<file path="src/rtl/core/clt_pkg.sv">
// ----------------------------------------------------------------------------
// clt_pkg
// Shared constants and types for the command line tokenizer: character
// codes, store and token limits, front-end state and the queued command.
// ----------------------------------------------------------------------------
`default_nettype none

package clt_pkg;

  // Line store and token limits
  localparam int unsigned STORE_BYTES = 256;
  localparam int unsigned MAX_TOKENS  = 16;
  localparam int unsigned BW_W        = $clog2(STORE_BYTES);
  localparam int unsigned TC_W        = $clog2(MAX_TOKENS);

  // Field widths
  localparam int unsigned CH_W    = 8;
  localparam int unsigned TOTAL_W = 4;

  // Results per character, at most
  localparam int unsigned MAX_RES = 3;
  localparam int unsigned RES_W   = $clog2(MAX_RES);

  // Command queue depth; must be a power of two
  localparam int unsigned QDEPTH = 2;
  localparam int unsigned QPTR_W = $clog2(QDEPTH);
  localparam int unsigned QCNT_W = $clog2(QDEPTH + 1);

  // Character codes
  localparam logic [CH_W-1:0] CH_NUL   = 8'h00;
  localparam logic [CH_W-1:0] CH_SPACE = 8'h20;
  localparam logic [CH_W-1:0] CH_TAB   = 8'h09;
  localparam logic [CH_W-1:0] CH_GT    = 8'h3E;
  localparam logic [CH_W-1:0] CH_BAR   = 8'h7C;
  localparam logic [CH_W-1:0] CH_QUOTE = 8'h22;

  // Per-line parse state
  typedef struct packed {
    logic            in_word;
    logic            quoted;
    logic            pending_gt;
    logic [BW_W-1:0] bytes_written;
    logic [TC_W-1:0] token_count;
    logic            halted;
    logic            word_empty;
  } state_t;

  // One classified character: up to three results
  typedef struct packed {
    logic [MAX_RES-1:0][CH_W-1:0] bytes;
    logic [MAX_RES-1:0]           starts;
    logic [RES_W-1:0]             last_idx;
    logic                         done;
    logic [TOTAL_W-1:0]           total;
  } cmd_t;

  // Front to queue
  typedef struct packed {
    logic push;
    cmd_t cmd;
  } push_t;

  // Queue to back
  typedef struct packed {
    logic valid;
    cmd_t cmd;
  } head_t;

endpackage

`default_nettype wire

</file>
<file path="src/rtl/core/clt_front.sv">
// ----------------------------------------------------------------------------
// clt_front
// Accepts one character per cycle while accept_i is high, runs the tokenizer state and packs the
// results the character causes into one command for the queue.
// ----------------------------------------------------------------------------
`default_nettype none

module clt_front (
  input  wire logic                 clk_i,
  input  wire logic                 rst_ni,
  input  wire logic                 accept_i,
  input  wire logic [7:0]           ch_i,
  output clt_pkg::push_t            push_o
);
  import clt_pkg::*;

  state_t st_q, st_d;
  cmd_t   cmd;
  logic   [RES_W:0] n_cnt;

  // Count one stored byte; close everything once the store is full
  function automatic state_t emit_upd(state_t s);
    state_t r;
    r = s;
    r.bytes_written = s.bytes_written + BW_W'(1);
    if (r.bytes_written >= BW_W'(STORE_BYTES - 1)) begin
      r.halted     = 1'b1;
      r.in_word    = 1'b0;
      r.quoted     = 1'b0;
      r.pending_gt = 1'b0;
      r.word_empty = 1'b0;
    end
    return r;
  endfunction

  // Classify the character and build its results
  always_comb begin
    logic blank;
    logic stop;
    logic s;
    st_d     = st_q;
    cmd      = '0;
    n_cnt    = '0;
    stop     = 1'b0;
    s        = 1'b0;
    blank    = (ch_i == CH_SPACE) || (ch_i == CH_TAB);
    if (ch_i == CH_NUL) begin
      if (!st_d.halted && (st_d.pending_gt || st_d.in_word)) begin
        cmd.bytes[n_cnt[RES_W-1:0]]  = CH_NUL;
        cmd.starts[n_cnt[RES_W-1:0]] = st_d.in_word && st_d.word_empty;
        n_cnt = n_cnt + 1'b1;
      end
      // End-of-line record
      cmd.bytes[n_cnt[RES_W-1:0]]  = CH_NUL;
      cmd.starts[n_cnt[RES_W-1:0]] = 1'b0;
      n_cnt     = n_cnt + 1'b1;
      cmd.done  = 1'b1;
      cmd.total = TOTAL_W'(st_d.token_count);
      st_d      = '0;
    end else if (!st_d.halted) begin
      // Resolve a pending '>' first
      if (st_d.pending_gt) begin
        st_d.pending_gt = 1'b0;
        if (ch_i == CH_GT) begin
          cmd.bytes[n_cnt[RES_W-1:0]]  = CH_GT;
          cmd.starts[n_cnt[RES_W-1:0]] = 1'b0;
          n_cnt = n_cnt + 1'b1;
          st_d  = emit_upd(st_d);
          if (!st_d.halted) begin
            cmd.bytes[n_cnt[RES_W-1:0]]  = CH_NUL;
            cmd.starts[n_cnt[RES_W-1:0]] = 1'b0;
            n_cnt = n_cnt + 1'b1;
            st_d  = emit_upd(st_d);
          end
          stop = 1'b1;
        end else begin
          cmd.bytes[n_cnt[RES_W-1:0]]  = CH_NUL;
          cmd.starts[n_cnt[RES_W-1:0]] = 1'b0;
          n_cnt = n_cnt + 1'b1;
          st_d  = emit_upd(st_d);
          if (st_d.halted) stop = 1'b1;
        end
      end
      // Continue or close the current word
      if (!stop && st_d.in_word) begin
        if (ch_i == CH_QUOTE) begin
          st_d.quoted = !st_d.quoted;
          stop = 1'b1;
        end else if (!st_d.quoted && (blank || ch_i == CH_GT || ch_i == CH_BAR)) begin
          s               = st_d.word_empty;
          st_d.in_word    = 1'b0;
          st_d.word_empty = 1'b0;
          cmd.bytes[n_cnt[RES_W-1:0]]  = CH_NUL;
          cmd.starts[n_cnt[RES_W-1:0]] = s;
          n_cnt = n_cnt + 1'b1;
          st_d  = emit_upd(st_d);
          if (st_d.halted || blank) stop = 1'b1;
        end else begin
          s               = st_d.word_empty;
          st_d.word_empty = 1'b0;
          cmd.bytes[n_cnt[RES_W-1:0]]  = ch_i;
          cmd.starts[n_cnt[RES_W-1:0]] = s;
          n_cnt = n_cnt + 1'b1;
          st_d  = emit_upd(st_d);
          stop  = 1'b1;
        end
      end
      // Start a new token
      if (!stop && !blank) begin
        if (st_d.token_count >= TC_W'(MAX_TOKENS - 1)) begin
          st_d.halted = 1'b1;
        end else begin
          st_d.token_count = st_d.token_count + TC_W'(1);
          if (ch_i == CH_GT) begin
            cmd.bytes[n_cnt[RES_W-1:0]]  = CH_GT;
            cmd.starts[n_cnt[RES_W-1:0]] = 1'b1;
            n_cnt = n_cnt + 1'b1;
            st_d  = emit_upd(st_d);
            if (!st_d.halted) st_d.pending_gt = 1'b1;
          end else if (ch_i == CH_BAR) begin
            cmd.bytes[n_cnt[RES_W-1:0]]  = CH_BAR;
            cmd.starts[n_cnt[RES_W-1:0]] = 1'b1;
            n_cnt = n_cnt + 1'b1;
            st_d  = emit_upd(st_d);
            if (!st_d.halted) begin
              cmd.bytes[n_cnt[RES_W-1:0]]  = CH_NUL;
              cmd.starts[n_cnt[RES_W-1:0]] = 1'b0;
              n_cnt = n_cnt + 1'b1;
              st_d  = emit_upd(st_d);
            end
          end else begin
            st_d.in_word    = 1'b1;
            st_d.quoted     = 1'b0;
            st_d.word_empty = 1'b1;
            if (ch_i == CH_QUOTE) begin
              st_d.quoted = 1'b1;
            end else begin
              st_d.word_empty = 1'b0;
              cmd.bytes[n_cnt[RES_W-1:0]]  = ch_i;
              cmd.starts[n_cnt[RES_W-1:0]] = 1'b1;
              n_cnt = n_cnt + 1'b1;
              st_d  = emit_upd(st_d);
            end
          end
        end
      end
    end
    cmd.last_idx = RES_W'(n_cnt - 1'b1);
  end

  // Hold the parse state between characters
  always_ff @(posedge clk_i or negedge rst_ni) begin
    if (!rst_ni) begin
      st_q <= '0;
    end else if (accept_i) begin
      st_q <= st_d;
    end
  end

  // Push only characters that cause results
  assign push_o.push = accept_i && (n_cnt != '0);
  assign push_o.cmd  = cmd;

endmodule

`default_nettype wire

</file>
<file path="src/rtl/core/clt_queue.sv">
// ----------------------------------------------------------------------------
// clt_queue
// Short register queue of classified commands between front and back.
// ----------------------------------------------------------------------------
`default_nettype none

module clt_queue (
  input  wire logic            clk_i,
  input  wire logic            rst_ni,
  input  wire clt_pkg::push_t  push_i,
  input  wire logic            pop_i,
  output clt_pkg::head_t       head_o,
  output logic                 full_o
);
  import clt_pkg::*;

  cmd_t              mem_q [QDEPTH];
  logic [QPTR_W-1:0] wr_ptr_q, rd_ptr_q;
  logic [QCNT_W-1:0] cnt_q;

  // Write the incoming command
  always_ff @(posedge clk_i) begin
    if (push_i.push) begin
      mem_q[wr_ptr_q] <= push_i.cmd;
    end
  end

  // Advance pointers and count
  always_ff @(posedge clk_i or negedge rst_ni) begin
    if (!rst_ni) begin
      wr_ptr_q <= '0;
      rd_ptr_q <= '0;
      cnt_q    <= '0;
    end else begin
      if (push_i.push) wr_ptr_q <= wr_ptr_q + QPTR_W'(1);
      if (pop_i)       rd_ptr_q <= rd_ptr_q + QPTR_W'(1);
      if (push_i.push && !pop_i) begin
        cnt_q <= cnt_q + QCNT_W'(1);
      end else if (!push_i.push && pop_i) begin
        cnt_q <= cnt_q - QCNT_W'(1);
      end
    end
  end

  assign head_o.valid = (cnt_q != '0);
  assign head_o.cmd   = mem_q[rd_ptr_q];
  assign full_o       = (cnt_q == QCNT_W'(QDEPTH));

endmodule

`default_nettype wire

</file>
<file path="src/rtl/core/clt_back.sv">
// ----------------------------------------------------------------------------
// clt_back
// Plays out the queued command one result per transfer and marks the last
// result of each character.
// ----------------------------------------------------------------------------
`default_nettype none

module clt_back (
  input  wire logic            clk_i,
  input  wire logic            rst_ni,
  input  wire clt_pkg::head_t  head_i,
  output logic                 pop_o,
  output logic                 out_valid_o,
  input  wire logic            out_stall_i,
  output logic [7:0]           out_byte_o,
  output logic                 token_start_o,
  output logic                 line_done_o,
  output logic [3:0]           token_total_o,
  output logic                 run_last_o
);
  import clt_pkg::*;

  logic [RES_W-1:0] idx_q, idx_d;
  logic             last;
  logic             xfer;

  assign last = (idx_q == head_i.cmd.last_idx);
  assign xfer = head_i.valid && !out_stall_i;
  assign pop_o = xfer && last;

  // Step through results of the head command
  always_comb begin
    idx_d = idx_q;
    if (xfer) begin
      idx_d = last ? '0 : idx_q + RES_W'(1);
    end
  end

  always_ff @(posedge clk_i or negedge rst_ni) begin
    if (!rst_ni) begin
      idx_q <= '0;
    end else begin
      idx_q <= idx_d;
    end
  end

  assign out_valid_o   = head_i.valid;
  assign out_byte_o    = head_i.cmd.bytes[idx_q];
  assign token_start_o = head_i.cmd.starts[idx_q];
  assign line_done_o   = head_i.cmd.done && last;
  assign token_total_o = line_done_o ? head_i.cmd.total : '0;
  assign run_last_o    = last;

endmodule

`default_nettype wire

</file>
<file path="src/rtl/core/command_line_tokenizer.sv">
// A character's command is registered in the queue before its results show.
// Throughput: one character per cycle while each causes at most one result
// and the output is not stalled; from the two-entry queue, the back end plays
// out one result per cycle unless stalled, popping a character after its last.
// Reset: all line state clears at once and the command queue empties.
// ----------------------------------------------------------------------------
// command_line_tokenizer
// Streaming tokenizer for shell command lines: words, quotes, '>', '>>'
// and '|' tokens, with zero terminators and an end-of-line record.
// ----------------------------------------------------------------------------
`default_nettype none

module command_line_tokenizer (
  input  wire logic       clk_i,
  input  wire logic       rst_ni,
  input  wire logic       in_valid_i,
  output logic            in_stall_o,
  input  wire logic [7:0] ch_i,
  output logic            out_valid_o,
  input  wire logic       out_stall_i,
  output logic [7:0]      out_byte_o,
  output logic            token_start_o,
  output logic            line_done_o,
  output logic [3:0]      token_total_o,
  output logic            run_last_o
);
  import clt_pkg::*;

  push_t push;
  head_t head;
  logic  pop;
  logic  full;
  logic  accept;

  assign in_stall_o = full;
  assign accept     = in_valid_i && !full;

  clt_front u_front (
    .clk_i    (clk_i),
    .rst_ni   (rst_ni),
    .accept_i (accept),
    .ch_i     (ch_i),
    .push_o   (push)
  );

  clt_queue u_queue (
    .clk_i  (clk_i),
    .rst_ni (rst_ni),
    .push_i (push),
    .pop_i  (pop),
    .head_o (head),
    .full_o (full)
  );

  clt_back u_back (
    .clk_i         (clk_i),
    .rst_ni        (rst_ni),
    .head_i        (head),
    .pop_o         (pop),
    .out_valid_o   (out_valid_o),
    .out_stall_i   (out_stall_i),
    .out_byte_o    (out_byte_o),
    .token_start_o (token_start_o),
    .line_done_o   (line_done_o),
    .token_total_o (token_total_o),
    .run_last_o    (run_last_o)
  );

endmodule

`default_nettype wire

</file>
<file path="config.mk">
export PLATFORM = sky130hd
export DESIGN_NAME = command_line_tokenizer
export DESIGN_NICKNAME = d
export VERILOG_FILES = /design/src/rtl/core/clt_pkg.sv /design/src/rtl/core/clt_front.sv /design/src/rtl/core/clt_queue.sv /design/src/rtl/core/clt_back.sv /design/src/rtl/core/command_line_tokenizer.sv
export SDC_FILE = /design/constraint.sdc
export NUM_CORES = 1
export LEC_CHECK = 0
export BUFFER_PORTS_ARGS = -buffer_cell sky130_fd_sc_hd__buf_2
export CORE_MARGIN = 3
export CORE_UTILIZATION = 35
export CTS_BUF_LIST = sky130_fd_sc_hd__clkbuf_4 sky130_fd_sc_hd__clkbuf_8
export DETAILED_ROUTE_END_ITERATION = 8
export REMOVE_ABC_BUFFERS = 1
export SLEW_MARGIN = 20
export SYNTH_ARGS = -nofsm -noshare
export SYNTH_HDL_FRONTEND = slang
export SYNTH_SLANG_ARGS = --single-unit
</file>
<file path="constraint.sdc">
create_clock -name clk_i -period 7.24 [get_ports clk_i]
set_input_delay 2.172 -clock clk_i [delete_from_list [all_inputs] [get_ports clk_i]]
set_output_delay 2.172 -clock clk_i [all_outputs]
set_load 0.02 [all_outputs]
</file>
-- Word level (Yosys, flattened, before mapping)
Memories as Yosys holds them, arrays and structs flattened.
Index checks and enable logic that the tools add are counted.
- register bits: 23
- RAM bits: 68
- input bits: 12
- output and inout port bits: 17
- logic and storage cells: 247
- memories kept: 1
- $add $sub $neg: 16
- magnitude comparators: 15
- equality and inequality tests: 8
- muxes and demuxes: 144
- bitwise gates (word level): 17
- reductions and logical operators: 35
- memories (name ; depth ; width ; rd ports ; clocked after Yosys merged registers in ; wr ports ; line ; text):
    u_queue.mem_q ; 2 ; 34 ; 1 ; 0 ; 1 ; clt_queue.sv:17 ; cmd_t mem_q [QDEPTH];
- operators by type and width (cell ; number):
    $mux 27 ; 13
    $mux 17 ; 15
    $mux 2 ; 38
    $not 24->24 ; 3
    $mux 3 ; 22
    $demux 8 s2 ; 4
    $mux 8 ; 7
    $bwmux 24 ; 2
    $mux 15 ; 3
    $add 8x1->8 const B ; 5
    $ge 8x8->1 const B ; 5
    $mux 16 ; 2
    $or 15x15->15 ; 2
    $mux 1 ; 28
    $and 16x24->24 ; 1
    $and 24x24->24 ; 1
    $and 8x24->24 ; 1
    $eq 8x6->1 const B ; 3
    $and 9x9->9 ; 2
    $not 9->9 ; 2
    $bmux 8 s2 ; 1
    $logic_and 1x1->1 ; 16
    $lt 2x3->1 const B ; 5
    $add 3x1->3 const B ; 4
    other kinds (27) ; 50

-- Longest topological paths before layout
Gate-level depths: netlist of run 1.
- depth after elaboration: 48
- gate-level depth with buffers: 36
- mapped depth without buffers: 33

-- Modules after synthesis
From an unflattened synthesis of run 1, not the netlist that was laid out.
- cell total of the unflattened synthesis: 812
- area total of the unflattened synthesis: 7656.1 µm²
- by module, submodules not included (module ; instances ; cells an instance ; area each (µm²)):
    clt_front ; 1 ; 637 ; 4484.3
    clt_queue ; 1 ; 122 ; 2793.9
    clt_back ; 1 ; 52 ; 364.1
    command_line_tokenizer ; 1 ; 1 ; 13.8

-- Worst setup path before layout of run 1
Ideal clock, no wire load.
- path kind: in2reg
- start: input ch_i[6]
- end: memory u_queue.mem_q[0][0] (netlist bit) (enable)
- library setup time: 425 ps
- data arrival time: 8579 ps
- data required time: 6815 ps
- path slack: -1764 ps
- stages: 28
- path buffers: 2
- cell sequence: buf_2 nor4b_4 nand2_2 clkbuf_1 o21ai_0 xnor2_1 ha_1 nand2_1 a211oi_1 o31ai_1 and2_1 ha_1 nand2_1 a211oi_1 mux2_2 nor2_1 nor2_1 a31o_2 a211o_2 o21ai_4 a21oi_1 nor2b_1 a21oi_1 ha_1 o31a_1 a21oi_1 o31ai_4 nor2_1
- cells in the longest elaborated chain, start to end: 36
- elaborated cells on any way between the ends: 77
- those cells by class: 5 x add/sub; 3 x order compare; 5 x eq/ne; 50 x mux; 14 x reduce/logical
- ends and longest elaborated chain (element ; line ; text):
    from (decl) ; command_line_tokenizer.sv:18 ; input wire logic [7:0] ch_i,
    $eq 8x6->1 ; clt_front.sv:64, clt_front.sv:89, clt_front.sv:114 ;
    $mux 17 ; clt_front.sv:64 ; if (ch_i == CH_GT) begin
    $mux 17 ; clt_front.sv:62 ; if (st_d.pending_gt) begin
    $mux 17 ; clt_front.sv:60 ; end else if (!st_d.halted) begin
    $mux 17 ; clt_front.sv:47 ; if (ch_i == CH_NUL) begin
    $add 8x1->8 ; clt_front.sv:25 ; r.bytes_written = s.bytes_written + BW_W'(1);
    $ge 8x8->1 ; clt_front.sv:26 ; if (r.bytes_written >= BW_W'(STORE_BYTES - 1)) begin
    $mux 2 ; clt_front.sv:26 ;
    [20 not listed] ; - ;
    $mux 3 ; clt_front.sv:110 ; if (st_d.token_count >= TC_W'(MAX_TOKENS - 1)) begin
    $mux 3 ; clt_front.sv:109 ; if (!stop && !blank) begin
    $mux 3 ; clt_front.sv:60 ;
    $mux 3 (*) ; clt_front.sv:47 ;
    $reduce_bool 3->1 (*) ; clt_front.sv:161 ; assign push_o.push = accept_i && (n_cnt != '0);
    $logic_and 1x1->1 (*) ; clt_front.sv:161 ;
    $mux 1 (*) ; clt_queue.sv:23 ; if (push_i.push) begin
    $mux 1 (not written as such) (*) ; clt_queue.sv:24 ; mem_q[wr_ptr_q] <= push_i.cmd;
    to (decl) ; clt_queue.sv:17 ;
Every way passes the cells marked *; elsewhere a longest branch is shown, timed or not. The select of a mux whose other input is x is not followed.

-- Worst setup path in the final report of run 1
- start: input ch_i[6]
- end: memory u_queue.mem_q[1][23] (netlist bit) (enable)
Same word-level chain as after synthesis.

==> flow_metrics.env, run 1 <==
export IMPL_initial_standard_cell_utilization_of_the_core_pct=36.30
export IMPL_synth_area_um2=7203
export IMPL_total_gr_overflow=0
export IMPL_die_h_um=149.5
export IMPL_placed_cells_incl_taps=1095
export IMPL_stdcell_count=1125
export IMPL_setup_reg_to_reg_worst_slack_ns=0.79
export IMPL_most_common_layout_cells="sky130_fd_sc_hd__buf_4 (86), sky130_fd_sc_hd__nand2_1 (71), sky130_fd_sc_hd__edfxtp_1 (68)"
export IMPL_timing_worst_slew_pin_value_ns=0.7042
export IMPL_drt_vias_per_instance=5.803
export IMPL_rows=51
export IMPL_grt_first_pass_wirelength_um=34800
export IMPL_leakagePower_nw=3.285
export IMPL_drt_pass1_iterations=5
export IMPL_synth_edff_count=68
export IMPL_fin_area_um2=8538
export IMPL_drc=0
export IMPL_antenna_violations_before_repair=0
export IMPL_seq_total_area_yosys_pct=36.34
export IMPL_final_hold_viol_count=0
export IMPL_netlist_instances=773
export IMPL_finalHoldWorstSlack_ns=0.4988
export IMPL_critPathKind="in -> reg"
export IMPL_worstPathRequired_ns=7.33
export IMPL_crit_path_max_incr_delay_ns=0.34
export IMPL_synth_distinct_cells=100
export IMPL_detailedRoute_firstIterationViolations=627
export IMPL_power_per_cell_area_nw_per_um2=399.4
export IMPL_tritoncts_clock_tree="yes"
export IMPL_period_share_pct=96.79
export IMPL_holdCritPathClass="reg -> reg"
export IMPL_detail_route_wl_per_cell_um=20.02
export IMPL_setup_violations_final=0
export IMPL_worst_setup_path_endpoint="u_queue.mem_q[1][23]"
export IMPL_maximum_number_of_pins_on_one_net_before_global_route_repair=29
export IMPL_outcome="complete, no violations"
export IMPL_die_width_um=149.5
export IMPL_top_level_ports=29
export IMPL_floorplan_die_area_um2=22340
export IMPL_worstPathArrival_ns=7.10
export IMPL_yosys_warnings=0
export IMPL_routed_via_count=6528
export IMPL_worstReg2RegStart="u_front.st_q[7]"
export IMPL_timing_critical_path_to_type="flop"
export IMPL_total_power_mw=3.410
export IMPL_io_buffers=28
export IMPL_timing_critical_path_slowest_stage_cell="sky130_fd_sc_hd__nor4b_4"
export IMPL_hpwl_um=16740
export IMPL_numCtsBuffers=9
export IMPL_cts_num_sinks=91
export IMPL_postSynthRegisterBits=91
export IMPL_reg2reg_to="u_queue.mem_q[1][23]"
export IMPL_num_nets_final=887
export IMPL_ys_async_sr_fraction_pct=25.27
export IMPL_max_slew_margin_rel_pct=52.40
export IMPL_clkSlewWorstSetupHoldPaths_ns=0.08
export IMPL_critPathMaxFanout=7
export IMPL_worst_setup_path_start_kind="input pin"
export IMPL_flow_area_growth_from_synthesis_pct=18.53
export IMPL_clock_root_buffer="sky130_fd_sc_hd__clkbuf_8"
export IMPL_fmax_ghz=0.1427
export IMPL_antennaDiodeCount=0
export IMPL_remaining_antenna_violation_count=0
export IMPL_hold_path_depth=1
export IMPL_cts_hold_repair_buffers=0
export IMPL_hp_start="u_queue.cnt_q[1]"
export IMPL_cap_violations=0
export IMPL_drive_above_1_share_pct=25.93
export IMPL_dpl_instance_area_um2=8055
export IMPL_synth_avg_cell_area_um2=9.318
export IMPL_setup_worst_path_start="ch_i[6]"
export IMPL_post_place_setup_slack_ns=-0.4144
export IMPL_cts_root_to_sink_buffers=2
export IMPL_max_slew_violation_count=0
export IMPL_total_routed_length_um=22520
export IMPL_finalCriticalPeriod_ns=7.008
export IMPL_number_of_global_route_vias_before_repair=6216
export IMPL_insertion_delay_ns=0.37
export IMPL_minimum_setup_slack_in_the_final_design_ns=0.2323
export IMPL_worst_clock_skew_ns=0.01871
export IMPL_gp_congestion=0.9402
export IMPL_postSynth_topFlopCell="sky130_fd_sc_hd__edfxtp_1"
export IMPL_coreArea_um2=19850
export IMPL_worstRegToRegCells=33
export IMPL_most_common_library_cell_in_the_layout_ignoring_fill_and_taps="sky130_fd_sc_hd__buf_4"
export IMPL_largest_vdd_supply_drop_mv=0.1438
export IMPL_cts_htree_levels=3
export IMPL_gr_usage_all_layers_pct=20.07
-- state kept, by name (all words and copies together) (netlist names) --
register,cells
u_queue.rd_ptr_q,1
u_back.idx_q,2
u_queue.cnt_q,2
u_queue.wr_ptr_q,1
u_queue.mem_q,68
u_front.st_q,17
-- through the flow --
stage	TNS (ns)	utilization [%]
2_1_floorplan	-132.99	-
3_3_place_gp	-20.29	40.59
3_5_place_dp	-26.57	40.59
4_1_cts	0	41.62
5_1_grt	-0.8249	43.02
6_report	0	43.02
-- per-layer routing --
layer  part of all wire, %  track usage [%]
met1                    43            26.81
met2                    47            33.01
met3                   5.9            2.726
met4                   3.6            8.101
met5                     0                0
-- synth_stat cells, types with 7 or more instances --
| library cell | number | area, µm² |
|---|---|---|
| sky130_fd_sc_hd__nand2_1 | 73 | 274.0 |
| sky130_fd_sc_hd__clkbuf_1 | 26 | 97.59 |
| sky130_fd_sc_hd__xnor2_1 | 24 | 210.2 |
| sky130_fd_sc_hd__o31ai_1 | 7 | 52.55 |
| sky130_fd_sc_hd__mux2i_1 | 15 | 150.1 |
| sky130_fd_sc_hd__nand2b_1 | 12 | 75.07 |
| sky130_fd_sc_hd__dfrtp_1 | 23 | 575.6 |
| sky130_fd_sc_hd__buf_2 | 14 | 70.07 |
| sky130_fd_sc_hd__mux4_2 | 9 | 202.7 |
| sky130_fd_sc_hd__inv_1 | 34 | 127.6 |
| sky130_fd_sc_hd__a31oi_1 | 12 | 75.07 |
| sky130_fd_sc_hd__o21ai_0 | 35 | 175.2 |
| sky130_fd_sc_hd__o21ai_1 | 7 | 35.03 |
| sky130_fd_sc_hd__ha_1 | 20 | 250.2 |
| sky130_fd_sc_hd__o22ai_1 | 12 | 75.07 |
| sky130_fd_sc_hd__a211oi_1 | 14 | 105.1 |
| sky130_fd_sc_hd__nand4_1 | 9 | 56.30 |
| sky130_fd_sc_hd__and3_1 | 9 | 56.30 |
| sky130_fd_sc_hd__nor3_1 | 14 | 70.07 |
| sky130_fd_sc_hd__xor2_1 | 14 | 122.6 |
| sky130_fd_sc_hd__and2_1 | 17 | 106.4 |
| sky130_fd_sc_hd__a21oi_1 | 45 | 225.2 |
| sky130_fd_sc_hd__nand3_1 | 28 | 140.1 |
| sky130_fd_sc_hd__edfxtp_1 | 68 | 2042 |
| sky130_fd_sc_hd__nor2_1 | 68 | 255.2 |
-- what timing repair did --
action | in CTS | in global routing
gates resized for setup | 3 | 29
endpoints found under the setup margin | 42 | 71
buffers inserted | 0 | 11
cloned | 0 | 3
pin swaps | 0 | 17
-- how the worst min path moves through the flow --
stage | slack (ns) | to
final | 0.50 | u_queue.cnt_q[1]
after global placement | 0.48 | u_queue.cnt_q[1]
after global routing | 0.53 | u_queue.cnt_q[1]
after floorplan | 0.46 | u_queue.cnt_q[1]
after detailed placement | 0.49 | u_queue.cnt_q[1]
after CTS | 0.50 | u_queue.cnt_q[1]
-- final cells by class --
cell class	count	area (µm²)
Multi-Input combinational cell	594	4320
Clock buffer	11	138.9
Tap cell	265	331.6
Clock inverter	5	53.80
Fill cell	1983	11310
Sequential cell	91	2618
Inverter	36	135.1
Timing Repair Buffer	123	940.9
-- power by group --
part	switching, mW	internal [mW]	leakage [nW]	total [mW]
registers	0.144	0.754	0.927	0.898
logic	1.26	0.903	2.26	2.17
clock network	0.180	0.166	0.100	0.346
total	1.59	1.82	3.29	3.41
-- logic make-up after synthesis --
group | after synthesis | synth area share (%)
compound gates | 227 | 23.90
xor+xnor | 39 | 4.846
fa+ha+maj | 20 | 3.474
buf+inv | 88 | 5.524
flops | 91 | 36.34
mux | 28 | 5.524
simple gates | 280 | 20.39
-- critical path: cells and delay by family --
| family | cells | cell delay (ns) |
|---|---|---|
| mux | 1 | 0.31 |
| buf+inv | 6 | 0.85 |
| fa+ha+maj | 3 | 0.52 |
| simple gates | 7 | 0.93 |
| compound gates | 15 | 2.30 |
No activity file was read; power rests on OpenSTA's default activity.
==> inputs of run 2 (changes only) <==
--- a/config.mk
+++ b/config.mk
@@ -14,4 +14,5 @@
 export SLEW_MARGIN = 20
 export SYNTH_ARGS = -nofsm -noshare
 export SYNTH_HDL_FRONTEND = slang
+export SYNTH_HIERARCHICAL = 1
 export SYNTH_SLANG_ARGS = --single-unit
==> run 2 against run 1 <==
Net effect:
- design area increased by 5.8%
- sequential power increased by 6.1%
- power increased by 8.6%
- final cell count increased by 4.9%
- die area increased by 6.0%
- clock power increased by 21%
- first-iteration DRC count increased by 19%
- sequential share of layout area decreased by 1.7 points
- count of clock-buffer cells in the layout decreased by 2
- highest routed layer unchanged
==> flow_metrics.env, run 2 <==
export IMPL_synth_largest_type_area_fraction_pct=26.67
export IMPL_grt_first_pass_wirelength_um=35800
export IMPL_netlist_instances=812
export IMPL_insertion_delay_ns=0.36
export IMPL_finalCriticalPeriod_ns=7.049
export IMPL_largest_vdd_supply_drop_mv=0.1577
export IMPL_flow_area_growth_from_synthesis_pct=18.03
export IMPL_timing_critical_path_slowest_stage_cell="sky130_fd_sc_hd__a221oi_4"
export IMPL_synth_distinct_cells=109
export IMPL_clock_root_buffer="sky130_fd_sc_hd__clkbuf_8"
export IMPL_num_nets_final=932
export IMPL_synth_cells_most_frequent="sky130_fd_sc_hd__nand2_1 (86), sky130_fd_sc_hd__edfxtp_1 (68), sky130_fd_sc_hd__a21oi_1 (51), sky130_fd_sc_hd__o21ai_0 (43), sky130_fd_sc_hd__nor2_1 (36)"
export IMPL_period_share_pct=97.36
export IMPL_most_common_library_cell_in_the_layout_ignoring_fill_and_taps="sky130_fd_sc_hd__buf_4"
export IMPL_yosys_top_cells_area="sky130_fd_sc_hd__edfxtp_1 (27%), sky130_fd_sc_hd__dfrtp_1 (7.5%), sky130_fd_sc_hd__mux2_4 (5.7%)"
export IMPL_seq_total_area_yosys_pct=34.19
export IMPL_coreArea_um2=21290
export IMPL_most_flop_heavy_register="u_queue/mem_q"
export IMPL_drt_pass1_iterations=5
export IMPL_gr_usage_all_layers_pct=18.69
export IMPL_crit_path_max_incr_delay_ns=0.43
export IMPL_cts_htree_levels=3
export IMPL_hpwl_um=17060
export IMPL_post_synth_top_area_cell="sky130_fd_sc_hd__edfxtp_1"
export IMPL_most_common_layout_cells="sky130_fd_sc_hd__buf_4 (90), sky130_fd_sc_hd__nand2_1 (85), sky130_fd_sc_hd__edfxtp_1 (68)"
export IMPL_initial_standard_cell_utilization_of_the_core_pct=35.97
export IMPL_antennaDiodeCount=0
export IMPL_gp_congestion=0.9041
export IMPL_critPathKind="in -> reg"
export IMPL_ys_async_sr_fraction_pct=25.27
export IMPL_cts_hold_repair_buffers=0
export IMPL_cts_num_sinks=91
export IMPL_worstPathRequired_ns=7.32
export IMPL_cts_root_to_sink_buffers=2
export IMPL_worst_setup_path_start_kind="input pin"
export IMPL_hold_path_depth=1
export IMPL_setup_violations_final=0
export IMPL_critPathMaxFanout=8
export IMPL_outcome="complete, no violations"
export IMPL_total_power_mw=3.704
export IMPL_detail_route_wl_per_cell_um=19.38
export IMPL_die_width_um=153.9
export IMPL_synth_avg_cell_area_um2=9.429
export IMPL_yosys_warnings=6
export IMPL_cpMostUsedCell="sky130_fd_sc_hd__ha_2"
export IMPL_number_of_global_route_vias_before_repair=6425
export IMPL_die_h_um=153.9
export IMPL_postSynthRegisterBits=91
export IMPL_tritoncts_clock_tree="yes"
export IMPL_postSynth_topFlopCell="sky130_fd_sc_hd__edfxtp_1"
export IMPL_detailedRoute_firstIterationViolations=745
export IMPL_worstRegToRegCells=35
export IMPL_max_slew_violation_count=0
export IMPL_timing_worst_slew_pin_value_ns=1.051
export IMPL_timing_critical_path_to_type="flop"
export IMPL_worst_clock_skew_ns=0.009741
export IMPL_worstPathArrival_ns=7.13
export IMPL_cap_violations=0
export IMPL_finish_utilization_pct=42.45
export IMPL_total_routed_length_um=22870
export IMPL_total_gr_overflow=0
export IMPL_drt_vias_per_instance=5.832
export IMPL_largest_register_ffs=68
export IMPL_numCtsBuffers=9
export IMPL_synth_most_common_cell="sky130_fd_sc_hd__nand2_1"
export IMPL_largestRegisters="u_queue/mem_q (68), u_front/st_q (17)"
export IMPL_routed_via_count=6882
export IMPL_holdCritPathClass="reg -> reg"
export IMPL_synth_edff_count=68
export IMPL_power_per_cell_area_nw_per_um2=409.9
export IMPL_top_level_ports=29
export IMPL_antenna_violations_before_repair=0
export IMPL_remaining_antenna_violation_count=0
export IMPL_drc=0
export IMPL_rows=53
export IMPL_max_slew_margin_rel_pct=29.95
export IMPL_floorplan_die_area_um2=23690
export IMPL_drive_above_1_share_pct=27.07
export IMPL_maximum_number_of_pins_on_one_net_before_global_route_repair=36
export IMPL_final_hold_viol_count=0
export IMPL_fmax_ghz=0.1419
export IMPL_io_buffers=28
export IMPL_clkSlewWorstSetupHoldPaths_ns=0.09
export IMPL_leakagePower_nw=3.562
export IMPL_synth_area_um2=7656
[run 2: cell types whose count changed after synthesis, moves of 6 or more]
cell / delta
sky130_fd_sc_hd__o211ai_1: +11
sky130_fd_sc_hd__buf_2: -7
sky130_fd_sc_hd__and3_1: +7
sky130_fd_sc_hd__nand2b_1: -7
sky130_fd_sc_hd__nand2_1: +13
sky130_fd_sc_hd__nor2_1: -32
sky130_fd_sc_hd__mux4_2: -9
sky130_fd_sc_hd__o21ai_1: +10
sky130_fd_sc_hd__mux2_4: +29
sky130_fd_sc_hd__a21oi_1: +6
sky130_fd_sc_hd__o21ai_0: +8
[run 2: metal layers]
layer / routed length [µm] / track usage (%) / part of all wire [%]
met3: 1069 / 1.886 / 4.7
met5: 0 / 0 / 0
met4: 732 / 6.854 / 3.2
met1: 10180 / 25.35 / 45
met2: 10890 / 31.04 / 48
[run 2: final cells by class]
| type | instances | area, µm² |
|---|---|---|
| inverter | 32 | 120.1 |
| timing repair buffer | 128 | 993.5 |
| fill | 2088 | 12250 |
| clock buffer | 9 | 123.9 |
| sequential | 91 | 2619 |
| multi-input combinational | 638 | 4715 |
| clock inverter | 7 | 121.4 |
| tap | 275 | 344.1 |
[run 2: final timing paths]
check	startpoint	end	slack, ns
setup reg to reg	u_front/st_q[7]	u_queue/mem_q[1][6]	0.55
min in group asynchronous	rst_ni	u_queue/cnt_q[0]	1.83
hold reg to reg	u_queue/cnt_q[1]	u_queue/cnt_q[1]	0.48
setup / recovery	ch_i[6]	u_queue/mem_q[1][6]	0.19
hold / removal	u_queue/cnt_q[1]	u_queue/cnt_q[1]	0.48
max in group asynchronous	rst_ni	u_queue/rd_ptr_q	4.96
[run 2: per-stage QoR]
stage	cell area, µm²	hold WS (ns)	setup WS, ns	std cells	TNS [ns]
final	9036	0.4827	0.1914	1180	0
after global routing	9036	0.5100	-0.04866	1180	-0.8031
after CTS	8891	0.4838	0.007417	1172	0
after detailed placement	8531	0.4714	-0.6566	1151	-45.33
after global placement	8531	0.4675	-0.4747	1151	-32.66
after floorplan	7341	0.4474	-2.699	761	-172.83
[run 2: power by group]
group	total (mW)	switching, mW	internal, mW
clock	0.419	0.187	0.232
sequential	0.953	0.183	0.770
combinational	2.33	1.31	1.02
total	3.70	1.68	2.03
[run 2: cell families (layout without fill, tap and decap cells)]
logic type,count (synthesis),in the layout,share of synthesized area (%)
AND/OR/NAND/NOR,272,272,19.40
AO/OA/AOI/OAI,262,262,24.94
flip-flops,91,91,34.19
buffers and inverters,83,176,5.687
multiplexers,49,49,8.416
XOR/XNOR,35,35,4.102
adder cells (fa/ha/maj),20,20,3.269
[run 2: critical path: cells and delay by family]
family / cells / cell delay, ns
AO/OA/AOI/OAI: 12 / 1.82
AND/OR/NAND/NOR: 9 / 1.53
buffers and inverters: 6 / 0.73
adder cells (fa/ha/maj): 3 / 0.57
XOR/XNOR: 2 / 0.28
[run 2: what timing repair did]
item,in CTS,in global routing
setup buffers,4,7
endpoints found under the setup margin,70,70
gates cloned,1,1
hold endpoints to repair,0,0
gates resized for setup,12,17
pin swaps,6,15
==> inputs of run 3 (changes only) <==
--- a/config.mk
+++ b/config.mk
@@ -7,7 +7,7 @@
 export LEC_CHECK = 0
 export BUFFER_PORTS_ARGS = -buffer_cell sky130_fd_sc_hd__buf_2
 export CORE_MARGIN = 3
-export CORE_UTILIZATION = 35
+export CORE_UTILIZATION = 40
 export CTS_BUF_LIST = sky130_fd_sc_hd__clkbuf_4 sky130_fd_sc_hd__clkbuf_8
 export DETAILED_ROUTE_END_ITERATION = 8
 export REMOVE_ABC_BUFFERS = 1
==> run 3 against run 2 <==
Net effect:
- the run now ends with setup timing left
- highest routed layer unchanged
- fmax fell by 4.9%
- worst setup slack got worse by 0.36 ns
- non-clock buffer count rose by 34
- count of clock-buffer cells in the layout did not move
- sequential cell count did not move
- register-to-register slack got worse by 0.23 ns
- final cell count fell by 1.0%
- power rose by 4.5%
- largest power group unchanged
- clock skew rose by 0.0045 ns
- core utilization rose by 8.1 points
==> flow_metrics.env, run 3 (synthesis results as in run 2) <==
export IMPL_outcome="finished with violations"
export IMPL_failed_checks="setup timing"
export IMPL_most_common_library_cell_in_the_layout_ignoring_fill_and_taps="sky130_fd_sc_hd__buf_4"
export IMPL_drt_pass1_iterations=6
export IMPL_die_width_um=144.4
export IMPL_gp_congestion=0.9791
export IMPL_critPathTopFamily="compound AO/OA/AOI/OAI gates"
export IMPL_number_of_global_route_vias_before_repair=6869
export IMPL_remaining_antenna_violation_count=0
export IMPL_rows=49
export IMPL_top_level_ports=29
export IMPL_fmax_ghz=0.1349
export IMPL_coreArea_um2=18390
export IMPL_largest_vdd_supply_drop_mv=0.1767
export IMPL_total_gr_overflow=0
export IMPL_worstPathRequired_ns=7.38
export IMPL_drt_vias_per_instance=6.241
export IMPL_crit_path_max_incr_delay_ns=0.39
export IMPL_floorplan_die_area_um2=20840
export IMPL_detail_route_wl_per_cell_um=21.40
export IMPL_largestRegisters="u_queue/mem_q (68), u_front/st_q (17)"
export IMPL_antennaDiodeCount=0
export IMPL_largest_register_ffs=68
export IMPL_setup_violations_final=69
export IMPL_power_per_cell_area_nw_per_um2=416.2
export IMPL_cts_hold_repair_buffers=0
export IMPL_clkSlewWorstSetupHoldPaths_ns=0.09
export IMPL_cts_htree_levels=3
export IMPL_drive_above_1_share_pct=30.03
export IMPL_antenna_violations_before_repair=0
export IMPL_flow_area_growth_from_synthesis_pct=21.49
export IMPL_timing_critical_path_to_type="flop"
export IMPL_critPathMaxFanout=6
export IMPL_timing_worst_slew_pin_value_ns=1.089
export IMPL_leakagePower_nw=3.757
export IMPL_final_hold_viol_count=0
export IMPL_fin_tns_setup_ns=-7.098
export IMPL_cts_root_to_sink_buffers=2
export IMPL_grt_first_pass_wirelength_um=38370
export IMPL_insertion_delay_ns=0.38
export IMPL_post_place_setup_slack_ns=-0.8670
export IMPL_most_flop_heavy_register="u_queue/mem_q"
export IMPL_minimum_setup_slack_in_the_final_design_ns=-0.1735
export IMPL_cap_violations=0
export IMPL_seqCellArea_um2=2619
export IMPL_tritoncts_clock_tree="yes"
export IMPL_total_routed_length_um=25000
export IMPL_worst_clock_skew_ns=0.01428
export IMPL_max_slew_violation_count=0
export IMPL_period_share_pct=102.4
export IMPL_routed_via_count=7290
export IMPL_most_common_layout_cells="sky130_fd_sc_hd__buf_4 (120), sky130_fd_sc_hd__nand2_1 (85), sky130_fd_sc_hd__edfxtp_1 (68)"
export IMPL_die_h_um=144.4
export IMPL_worst_setup_path_start_kind="input pin"
export IMPL_layout_filler_cells=1725
export IMPL_maximum_number_of_pins_on_one_net_before_global_route_repair=36
export IMPL_gr_usage_all_layers_pct=23.53
export IMPL_num_nets_final=966
export IMPL_multi_input_combinational_cell_area_um2=4763
export IMPL_worstPathArrival_ns=7.55
export IMPL_numCtsBuffers=9
export IMPL_initial_standard_cell_utilization_of_the_core_pct=41.63
export IMPL_clock_root_buffer="sky130_fd_sc_hd__clkbuf_8"
export IMPL_buffer_and_inverter_count_on_the_worst_path=8
export IMPL_total_power_mw=3.871
export IMPL_finalCriticalPeriod_ns=7.413
export IMPL_placed_cells_incl_taps=1126
export IMPL_stdcell_count=1168
export IMPL_critPathKind="in -> reg"
export IMPL_setup_repair_after_global_routing_missed_its_margin="yes"
export IMPL_cts_num_sinks=91
export IMPL_hpwl_um=17840
export IMPL_drc=0
export IMPL_holdCritPathClass="reg -> reg"
export IMPL_detailedRoute_firstIterationViolations=754
export IMPL_timing_critical_path_slowest_stage_cell="sky130_fd_sc_hd__a221oi_4"
export IMPL_io_buffers=28
export IMPL_max_slew_margin_rel_pct=27.39
-- run 3: changes by cell type in the layout (fill, tap and decap cells not counted), sizes merged --
cell    before  now
buf        127  159
bufinv       3    1
clkbuf      10   12
clkinv       2    3
inv         34   35
-- run 3: per-stage QoR --
step / cell area, µm² / util (%) / hold slack, ns
after floorplan: 7341 / - / 0.4474
after global routing: 9301 / 50.57 / 0.5446
after CTS: 9034 / 49.12 / 0.5087
after global placement: 8618 / 46.86 / 0.4861
after detailed placement: 8618 / 46.86 / 0.4956
final: 9301 / 50.57 / 0.5025
-- run 3: worst paths after layout --
kind	from	endpoint	slack, ns	depth (start not counted)
setup reg to reg	u_front/st_q[7]	u_queue/mem_q[0][9]	0.32	33
hold / removal	u_queue/cnt_q[1]	u_queue/cnt_q[1]	0.50	1
hold reg to reg	u_queue/cnt_q[1]	u_queue/cnt_q[1]	0.50	1
max in group asynchronous	rst_ni	u_queue/rd_ptr_q	5.00	1
min in group asynchronous	rst_ni	u_front/st_q[12]	1.80	1
setup / recovery	ch_i[7]	u_queue/mem_q[0][9]	-0.17	34
-- run 3: cell type report --
cell class	instances	area share, %
Clock buffer	9	1.332
Clock inverter	7	0.7937
Inverter	32	1.291
Multi-Input combinational cell	638	51.21
Sequential cell	91	28.15
Tap cell	229	3.080
Timing Repair Buffer	162	14.14
-- run 3: power breakdown --
| group | switching, mW | leakage, nW | internal (mW) | total (mW) |
|---|---|---|---|---|
| logic | 1.39 | 2.72 | 1.15 | 2.54 |
| registers | 0.196 | 0.928 | 0.769 | 0.966 |
| clock network | 0.199 | 0.106 | 0.163 | 0.361 |
-- run 3: layer usage --
layer	vias up	GRT usage (%)	wire [µm]
met5	-	0	0
met4	0	7.413	697
met3	56	4.762	2087
met2	366	36.06	11120
met1	3523	33.47	11090
li1	3345	-	-
-- run 3: repair_timing --
action,in CTS,in global routing
buffers inserted,10,12
pin swaps,9,17
hold endpoints to repair,0,0
setup endpoints to repair,71,71
gates resized for setup,19,24
gates cloned,2,4
